<file path="src/sv/mgq_pkg.sv">
// ----------------------------------------------------------------------------
// mgq_pkg: shared definitions for the min/max gray quantizer
// Default sizes, item command codes and the control/status bundles that
// pass between the controller and the datapath.
// ----------------------------------------------------------------------------
package mgq_pkg;

  // Default sizes
  localparam int unsigned MAX_PIXELS_DEF  = 524288;
  localparam int unsigned SAMPLE_BITS_DEF = 24;
  localparam int unsigned LEVELS_DEF      = 256;

  // Width of the gray level port
  localparam int unsigned GRAY_W = 8;

  // Item command codes
  typedef enum logic {
    CMD_LOAD  = 1'b0,
    CMD_FETCH = 1'b1
  } mgq_op_e;

  // Controller to datapath commands
  typedef struct packed {
    logic load_en;   // load transaction accepted this cycle
    logic fetch_en;  // fetch transaction accepted this cycle
    logic setup_en;  // store read data is ready, prime the divider
    logic div_en;    // one quotient bit per cycle
    logic res_en;    // write the output register
  } mgq_ctrl_t;

  // Datapath to controller status
  typedef struct packed {
    logic empty;     // read pointer has caught up with the pixel count
  } mgq_stat_t;

endpackage

</file>
<file path="src/sv/mgq_ctrl.sv">
// ----------------------------------------------------------------------------
// mgq_ctrl: controller of the min/max gray quantizer
// Sequences one fetch at a time through store read, then, if a pixel is left, divider
// setup and the bit-serial divide, and output register; loads complete on acceptance.
// ----------------------------------------------------------------------------
module mgq_ctrl
  import mgq_pkg::*;
#(
  parameter int unsigned LevelBits = 8
) (
  input  logic      clk_i,
  input  logic      rst_ni,
  input  logic      in_valid_i,
  input  logic      in_cmd_i,
  output logic      in_ready_o,
  output logic      out_valid_o,
  input  logic      out_ready_i,
  output mgq_ctrl_t ctrl_o,
  input  mgq_stat_t stat_i
);

  localparam int unsigned StepBits = $clog2(LevelBits + 1);

  typedef enum logic [1:0] {
    ST_IDLE,
    ST_SETUP,
    ST_DIVIDE,
    ST_FINISH
  } state_e;

  state_e               state_q;
  logic [StepBits-1:0]  step_q;
  logic                 out_valid_q;
  logic                 accept;

  // Command decode
  always_comb begin
    in_ready_o      = (state_q == ST_IDLE);
    accept          = in_valid_i & in_ready_o;
    ctrl_o.load_en  = accept && (in_cmd_i == CMD_LOAD);
    ctrl_o.fetch_en = accept && (in_cmd_i == CMD_FETCH);
    ctrl_o.setup_en = (state_q == ST_SETUP);
    ctrl_o.div_en   = (state_q == ST_DIVIDE);
    ctrl_o.res_en   = (state_q == ST_FINISH) && (!out_valid_q || out_ready_i);
  end

  assign out_valid_o = out_valid_q;

  // State, step counter and output valid
  always_ff @(posedge clk_i or negedge rst_ni) begin
    if (!rst_ni) begin
      state_q     <= ST_IDLE;
      step_q      <= '0;
      out_valid_q <= 1'b0;
    end else begin
      case (state_q)
        ST_IDLE: begin
          if (ctrl_o.fetch_en) begin
            state_q <= stat_i.empty ? ST_FINISH : ST_SETUP;
          end
        end
        ST_SETUP: begin
          state_q <= ST_DIVIDE;
          step_q  <= StepBits'(LevelBits - 1);
        end
        ST_DIVIDE: begin
          if (step_q == '0) begin
            state_q <= ST_FINISH;
          end else begin
            step_q <= step_q - 1'b1;
          end
        end
        ST_FINISH: begin
          if (ctrl_o.res_en) begin
            state_q <= ST_IDLE;
          end
        end
        default: state_q <= ST_IDLE;
      endcase

      if (ctrl_o.res_en) begin
        out_valid_q <= 1'b1;
      end else if (out_ready_i) begin
        out_valid_q <= 1'b0;
      end
    end
  end

`ifndef SYNTHESIS
  // A fetch with a pixel to read passes through setup and the divide to the output stage
  a_fetch_latency: assert property (@(posedge clk_i) disable iff (!rst_ni)
    (ctrl_o.fetch_en && !stat_i.empty) |-> ##(LevelBits + 2) (state_q == ST_FINISH))
    else $error("fetch did not reach output stage on time");
`endif

endmodule

</file>
<file path="config.mk">
export PLATFORM = sky130hd
export DESIGN_NAME = mgq_ctrl
export DESIGN_NICKNAME = d
export VERILOG_FILES = /design/src/sv/mgq_pkg.sv /design/src/sv/mgq_ctrl.sv
export SDC_FILE = /design/constraint.sdc
export NUM_CORES = 1
export LEC_CHECK = 0
export BUFFER_PORTS_ARGS = -buffer_cell sky130_fd_sc_hd__buf_4
export CORE_AREA = 2 2 39 41
export CTS_CLUSTER_DIAMETER = 30
export CTS_CLUSTER_SIZE = 14
export DETAILED_ROUTE_END_ITERATION = 10
export DIE_AREA = 0 0 41 43
export SETUP_SLACK_MARGIN = 0.02
export SYNTH_ARGS = -nofsm -noshare
export SYNTH_HDL_FRONTEND = slang
export SYNTH_SLANG_ARGS = --single-unit
</file>
<file path="constraint.sdc">
create_clock -name clk_i -period 3.9 [get_ports clk_i]
set_clock_uncertainty 0.2 [all_clocks]
set_input_delay 0.78 -clock clk_i [delete_from_list [all_inputs] [get_ports clk_i]]
set_output_delay 0.78 -clock clk_i [all_outputs]
set_load 0.005 [all_outputs]
</file>
==> results.toml, run 1 <==
[run_status]
status = "finished clean"

[critical_path]
ff2ff_path_depth = 5
r2r_end = "state_q[1]"
slowest_delay_ns = 0.41
path_max_fanout = 6
required_ns = 2.92
start_kind = "register"
crit_chain = "inv_1 -> ha_1 -> and3_1 -> buf_4"
crit_arrival_ns = 1.32
slowest_stage = "dfrtp_1"
cp-end-kind = "primary output"
r2r_start = "step_q[0]"
crit_type = "reg2out"
rrSetupSlack_ns = 1.99

[sta]
tightestPinTransition_ns = 0.318
rsz0062_at_grt = "false"
setup-tns-final_ns = 0
setup_viol = 0
maxSlewViolCount = 0
hold_viol = 0
fmax_mhz = 435
finalCriticalPeriod_ns = 2.30
min_period_over_period = 0.589
maxSlewHeadroom = 0.788

[run]
maxCapViolCount = 0

[die]
die-area_um2 = 1760
die-width_um = 41
core_area_um2 = 1380
initial_core_util = 0.325
core.rowCount = 14
dieHeight_um = 43
boundaryPins = 13

[detailed_routing]
drt_wl_total_um = 799
drcViolationCount = 0
routedWlPerCell_um = 10.4
via_per_inst = 4.70
drt_first_iter_violations = 3
met3_length_um = 45
met2WireLength_um = 385
ant_nets = 0
routed-via-count = 362
met1_length_um = 368
top_layer_used = "met3"
dr.pass1.iters = 2

[finish]
diodes = 0
drive_gt1_frac = 0.311
nets = 73
final_design_area_no_fill_um2 = 587
fillers = 145
syn_to_final_growth_pct = 30.3

[clock_network]
cts_buffers = 3
h-tree-depth = 1
root_buffer = "clkbuf_4"
cts_resized = 0
ctsLongestPathBuffers = 2
worst_skew_pair.late_latency_ns = 0.25
clkSinkCount = 7
cts_setup_buffers = 0
cts_tree = "built"
hold_buffers = 0
clk_pin_slew_ns = 0.05

[synth]
synth_warnings = 0
ys_types = 20
synthFlopType = "dfrtp_1"
synth_top_cell_area_share = 0.389
synth-edff-count = 0
ys_seq_elements = 7
synth_common_cells = "dfrtp_1 (7), inv_1 (6), ha_1 (5), mux2i_1 (4), nand2_1 (4)"
async_reset_ff_frac = 1.00
yosysMostFrequentCell = "dfrtp_1"
yosysSeqAreaShare = 0.389
avgSynthCellArea_um2 = 10.0
syn-cell-area_um2 = 450
synth_nets = 56
synthCells = 45
yosysTopAreaCell = "dfrtp_1"
yosys-top-cells-area = "dfrtp_1 (39%), ha_1 (14%), mux2i_1 (8.9%), inv_1 (5.0%), a221oi_2 (3.3%)"

[global_route]
grt.overflow.total = 0
grt_util_all_layers = 0.122
grt_max_degree = 10
antenna_found_initial = 0
first_global_vias = 313
grt_pass1_wl_um = 1340

[placed_design]
gp_congestion = 0.607
placed_cell_area_um2 = 561
hpwl_um = 660
port_buffers = 12

[power_and_ir_drop]
vdd_drop_max_v = 0.000334
powerDensity_nw_per_um2 = 740
p_leak_nw = 0.307

[hold_path]
min_path_type = "in2async"
## placed cells by master (no fill, tap or decap), types with 2 or more instances in the layout
master,Yosys,layout
nand2b_1,2,2
mux2i_1,4,4
dfrtp_1,7,7
buf_4,0,12
nand2_1,4,4
nor2_1,3,3
inv_1,6,6
clkbuf_4,0,3
ha_1,5,5
a21oi_1,2,2
## flip-flops by register name (all words and copies together), names as in the netlist
signal	flops
step_q	4
out_valid_o	1
state_q	2
## logic make-up (layout without fill, tap and decap cells)
family	count (synthesis)	after routing	synth area share
adders and majority gates	5	5	0.139
DFF	7	7	0.389
AOI/OAI and AO/OA	7	7	0.133
buffers and inverters	6	22	0.0500
and+or+nand+nor	16	16	0.200
muxes	4	4	0.0889
## worst max-delay path: cells and delay by family, from the launching register on
family                   cells  cell delay [ns]
flip-flops                   1             0.41
adder cells (fa/ha/maj)      1             0.28
buffers and inverters        2             0.19
AND/OR/NAND/NOR              1             0.19
## cell type report
cell class              instances  area, um^2  area share
repair buffers                 12        90.1       0.154
multi-input cells              32         253       0.431
flip-flops and latches          7         175       0.299
clock buffers                   4        26.3      0.0448
inverters                       6        22.5      0.0384
well taps                      16        20.0      0.0341
## routing by layer
metal | global-route usage | up-vias
met2 | 0.141 | 7
met4 | 0.100 | 0
met1 | 0.149 | 166
met3 | 0.0838 | 0
met5 | 0 | -
li1 | - | 189
## per-stage QoR
stage | cells | setup slack [ns] | power (mW) | hold WS, ns | utilization
finish | 77 | 1.60 | 0.434 | 0.135 | 0.424
global route | 77 | 1.43 | 0.483 | 0.113 | 0.424
CTS | 77 | 1.58 | 0.446 | 0.127 | 0.424
detailed placement | 73 | 1.61 | 0.376 | 0.323 | 0.405
global placement | 73 | 1.62 | 0.373 | 0.313 | 0.405
floorplan | 45 | 1.85 | 0.294 | 0.269 | -
## report_power, final
part	total, mW	internal, mW	leakage [nW]	switching, mW
Combinational	0.233	0.124	0.211	0.110
Clock	0.0641	0.0389	0.0150	0.0252
Sequential	0.137	0.107	0.0810	0.0300
Total	0.434	0.270	0.307	0.165
## worst max path at each step
stage	startpoint	endpoint	slack, ns	cells after the start
2_1_floorplan	out_ready_i	ctrl_o[0]	1.85	2
3_3_place_gp	out_ready_i	ctrl_o[0]	1.62	4
3_5_place_dp	out_ready_i	ctrl_o[0]	1.61	4
4_1_cts	state_q[0]	ctrl_o[3]	1.58	4
5_1_grt	state_q[0]	ctrl_o[4]	1.43	5
6_report	state_q[0]	ctrl_o[3]	1.60	4
(Power assumes the default switching activity.)
==> run 2, diff against run 1 <==
- clock period: 3.9 -> 2.27 ns (I/O delays scaled with it)
==> run 2 against run 1 <==
Die area stayed put. First-iteration DRC count is 67% higher. Global-route usage is 0.73 points higher. Largest power group unchanged. Highest routed layer unchanged.
==> results.toml, run 2 (synthesized netlist as in run 1, its figures left out) <==
[hold_path]
min_from = "out_ready_i"
min_path_type = "in2reg"
min_delay_path_depth = 3

[finish]
largest_reg_flops = 4
top_register = "step_q"
postLayoutCoreUtil = 0.431
diodes = 0
syn_to_final_growth_pct = 32.5
final_cell_mix = "buf_4 (12), dfrtp_1 (7), inv_1 (6)"
nets = 74
layout_commonest_cell = "buf_4"
drive_gt1_frac = 0.306

[detailed_routing]
dr.pass1.iters = 3
via_per_inst = 4.71
routed-via-count = 367
drt_wl_total_um = 864
routedWlPerCell_um = 11.1
drt_first_iter_violations = 5
drcViolationCount = 0
ant_nets = 0

[die]
core_area_um2 = 1380
boundaryPins = 13
dieHeight_um = 43
core.rowCount = 14
initial_core_util = 0.325
die-area_um2 = 1760
die-width_um = 41

[sta]
tightestPinTransition_ns = 0.325
maxSlewHeadroom = 0.783
fmax_mhz = 507
rsz0062_at_grt = "false"
min_period_over_period = 0.868
hold_ws_ns = 0.274
setup-tns-final_ns = 0
finalCriticalPeriod_ns = 1.97
hold_viol = 0
finalWorstSetupSlack_ns = 0.299
setup_viol = 0
maxSlewViolCount = 0

[run]
maxCapViolCount = 0

[global_route]
grt_pass1_wl_um = 1460
first_global_vias = 382
grt_max_degree = 10
grt_util_all_layers = 0.130
grt.overflow.total = 0
antenna_found_initial = 0

[placed_design]
port_buffers = 12
hpwl_um = 661
gp_congestion = 0.612
place_ws_ns = 0.356

[critical_path]
r2r_start = "step_q[0]"
path_max_fanout = 6
cp-end-kind = "primary output"
crit_arrival_ns = 1.32
crit_type = "reg2out"
crit_path_start = "state_q[0]"
required_ns = 1.62
ff2ff_path_depth = 5
start_kind = "register"

[power_and_ir_drop]
totalPowerFinal_mw = 0.765
powerDensity_nw_per_um2 = 1280
p_leak_nw = 0.311
vdd_drop_max_v = 0.000642

[clock_network]
ctsLongestPathBuffers = 2
clkSinkCount = 7
worst_skew_pair.late_latency_ns = 0.26
cts_tree = "built"
clk_pin_slew_ns = 0.05
h-tree-depth = 1
root_buffer = "clkbuf_4"
cts_buffers = 3

[run_status]
status = "finished clean"
## run 2: cell types whose count changed in the layout (fill, tap and decap cells not counted), sizes merged
cell | before | now
dlygate4sd3 | 0 | 1
## run 2: final timing paths
| path | slack [ns] | endpoint |
|---|---|---|
| setup / recovery | 0.30 | ctrl_o[3] |
| hold / removal | 0.27 | out_valid_o |
| setup reg to reg | 0.34 | state_q[1] |
| hold reg to reg | 0.30 | step_q[0] |
| max in group asynchronous | 1.41 | out_valid_o |
| min in group asynchronous | 0.34 | step_q[3] |
## run 2: final cells by class
cell class                      instances  area, um^2
Fill cell                             142         787
Multi-Input combinational cell         32         253
Sequential cell                         7         175
Timing Repair Buffer                   13         100
Clock buffer                            4        26.3
Inverter                                6        22.5
Tap cell                               16        20.0
## run 2: critical path, cell delays in order, from the launching register on
cell and delay (ns):
dfrtp_1 0.41, inv_1 0.09, ha_1 0.28, and3_1 0.19, buf_4 0.10
## run 2: through the flow
stage,area [um^2],cells
3_5_place_dp,561,73
3_3_place_gp,561,73
6_report,597,78
5_1_grt,597,78
2_1_floorplan,450,45
4_1_cts,597,78
## run 2: power by group
part / internal [mW] / switching, mW / leakage, nW
clock network: 0.0673 / 0.0491 / 0.0150
logic: 0.216 / 0.198 / 0.215
registers: 0.184 / 0.0508 / 0.0810
total: 0.467 / 0.298 / 0.311
## run 2: metal layers
metal / up-vias / share of wire / GRT usage
met5: - / 0 / 0
met4: 0 / 0 / 0.0600
met3: 0 / 0.069 / 0.0838
met2: 9 / 0.47 / 0.194
met1: 167 / 0.46 / 0.136
li1: 191 / - / -
## run 2: timing repair
| item | 4_1_cts | 5_1_grt |
|---|---|---|
| gates resized for setup | 0 | 0 |
| endpoints found under the hold margin | 7 | 0 |
| hold buffers | 1 | 0 |
| buffers inserted | 0 | 0 |
==> run 3, diff against run 2 <==
- PLACE_DENSITY: default -> 0.57
==> run 3 against run 2 <==
Via count is 1.4% higher. Critical path type unchanged. Sequential power hardly changed. Fmax is 1.1% lower. Non-clock buffer count stayed put. Register-to-register slack better by 0.02 ns. Largest power group unchanged. Largest cell class unchanged. Flip-flop and latch count stayed put. Critical endpoint unchanged.
==> results.toml, run 3 (synthesized netlist as in run 1, its figures left out) <==
[run_status]
status = "finished clean"

[critical_path]
required_ns = 1.62
start_kind = "register"
crit_arrival_ns = 1.34
path_max_fanout = 6
crit_type = "reg2out"
r2r_start = "step_q[1]"
rrSetupSlack_ns = 0.36
crit_path_start = "state_q[0]"
cp-end-kind = "primary output"

[die]
boundaryPins = 13
dieHeight_um = 43
die-width_um = 41
initial_core_util = 0.325
die-area_um2 = 1760
core.rowCount = 14
core_area_um2 = 1380

[clock_network]
cts_buffers = 3
h-tree-depth = 1
ctsLongestPathBuffers = 2
cts_tree = "built"
root_buffer = "clkbuf_4"
clkSinkCount = 7
clk_pin_slew_ns = 0.05
worst_skew_pair.late_latency_ns = 0.25

[detailed_routing]
drt_wl_total_um = 891
drcViolationCount = 0
met1_length_um = 418
drt_first_iter_violations = 2
via_per_inst = 4.77
met2WireLength_um = 434
top_layer_used = "met3"
met3_length_um = 38
ant_nets = 0
routed-via-count = 372
dr.pass1.iters = 3
routedWlPerCell_um = 11.4

[power_and_ir_drop]
p_leak_nw = 0.311
powerDensity_nw_per_um2 = 1280
totalPowerFinal_mw = 0.762
vdd_drop_max_v = 0.000673

[sta]
rsz0062_at_grt = "false"
tightestPinTransition_ns = 0.340
maxSlewViolCount = 0
setup_viol = 0
setup-tns-final_ns = 0
finalCriticalPeriod_ns = 1.99
hold_viol = 0
maxSlewHeadroom = 0.773
fmax_mhz = 502
min_period_over_period = 0.878
hold_ws_ns = 0.277

[finish]
syn_to_final_growth_pct = 32.5
largest_reg_flops = 4
multi_input_comb_area_um2 = 253
nets = 74
ff_latch_area_um2 = 175
final_cell_mix = "buf_4 (12), dfrtp_1 (7), inv_1 (6)"
fillers = 133
drive_gt1_frac = 0.306
top_register = "step_q"
layout_commonest_cell = "buf_4"
diodes = 0

[placed_design]
port_buffers = 12
gp_congestion = 0.608
hpwl_um = 704

[hold_path]
min_path_type = "in2reg"
min_from = "out_ready_i"

[run]
maxCapViolCount = 0

[global_route]
antenna_found_initial = 0
grt_pass1_wl_um = 1570
first_global_vias = 375
grt_util_all_layers = 0.135
grt.overflow.total = 0
grt_max_degree = 10
==> run 3: through the flow <==
stage                     instance area, um^2  cells  setup WS (ns)   util
after floorplan                           450     45          0.470      -
after global placement                    561     73          0.416  0.405
after detailed placement                  561     73          0.378  0.405
after CTS                                 597     78          0.261  0.431
after global routing                      597     78         0.0936  0.431
final                                     597     78          0.277  0.431
==> run 3: cell type report <==
| cell class | count | area share |
|---|---|---|
| well taps | 16 | 0.0335 |
| inverters | 6 | 0.0377 |
| repair buffers | 13 | 0.168 |
| flip-flops and latches | 7 | 0.294 |
| multi-input cells | 32 | 0.423 |
| clock buffers | 4 | 0.0440 |
==> run 3: what timing repair did <==
action | CTS | global route
hold endpoints to repair | 7 | 0
buffers inserted | 0 | 0
gates resized for setup | 0 | 0
hold buffers | 1 | 0
==> run 3: worst max-delay path, stage by stage (launching register included) <==
cell,delay [ns]
dfrtp_1,0.41
inv_1,0.10
ha_1,0.29
and3_1,0.19
buf_4,0.10
==> run 3: metal layers <==
layer	up-vias	track usage
met3	0	0.0524
met5	-	0
met1	170	0.170
met4	0	0.0800
met2	7	0.188
li1	195	-
==> run 3: path summary, 6_finish.rpt <==
path | depth (start not counted) | to
setup / recovery | 4 | ctrl_o[3]
hold / removal | 3 | out_valid_o
setup reg to reg | 5 | state_q[1]
hold reg to reg | 1 | step_q[0]
max in group asynchronous | 2 | step_q[2]
min in group asynchronous | 2 | state_q[1]
==> run 3: power breakdown <==
group | total (mW) | internal (mW) | switching, mW | leakage (nW)
sequential | 0.236 | 0.184 | 0.0521 | 0.0810
combinational | 0.413 | 0.215 | 0.198 | 0.215
clock | 0.112 | 0.0671 | 0.0454 | 0.0150
total | 0.762 | 0.466 | 0.295 | 0.311
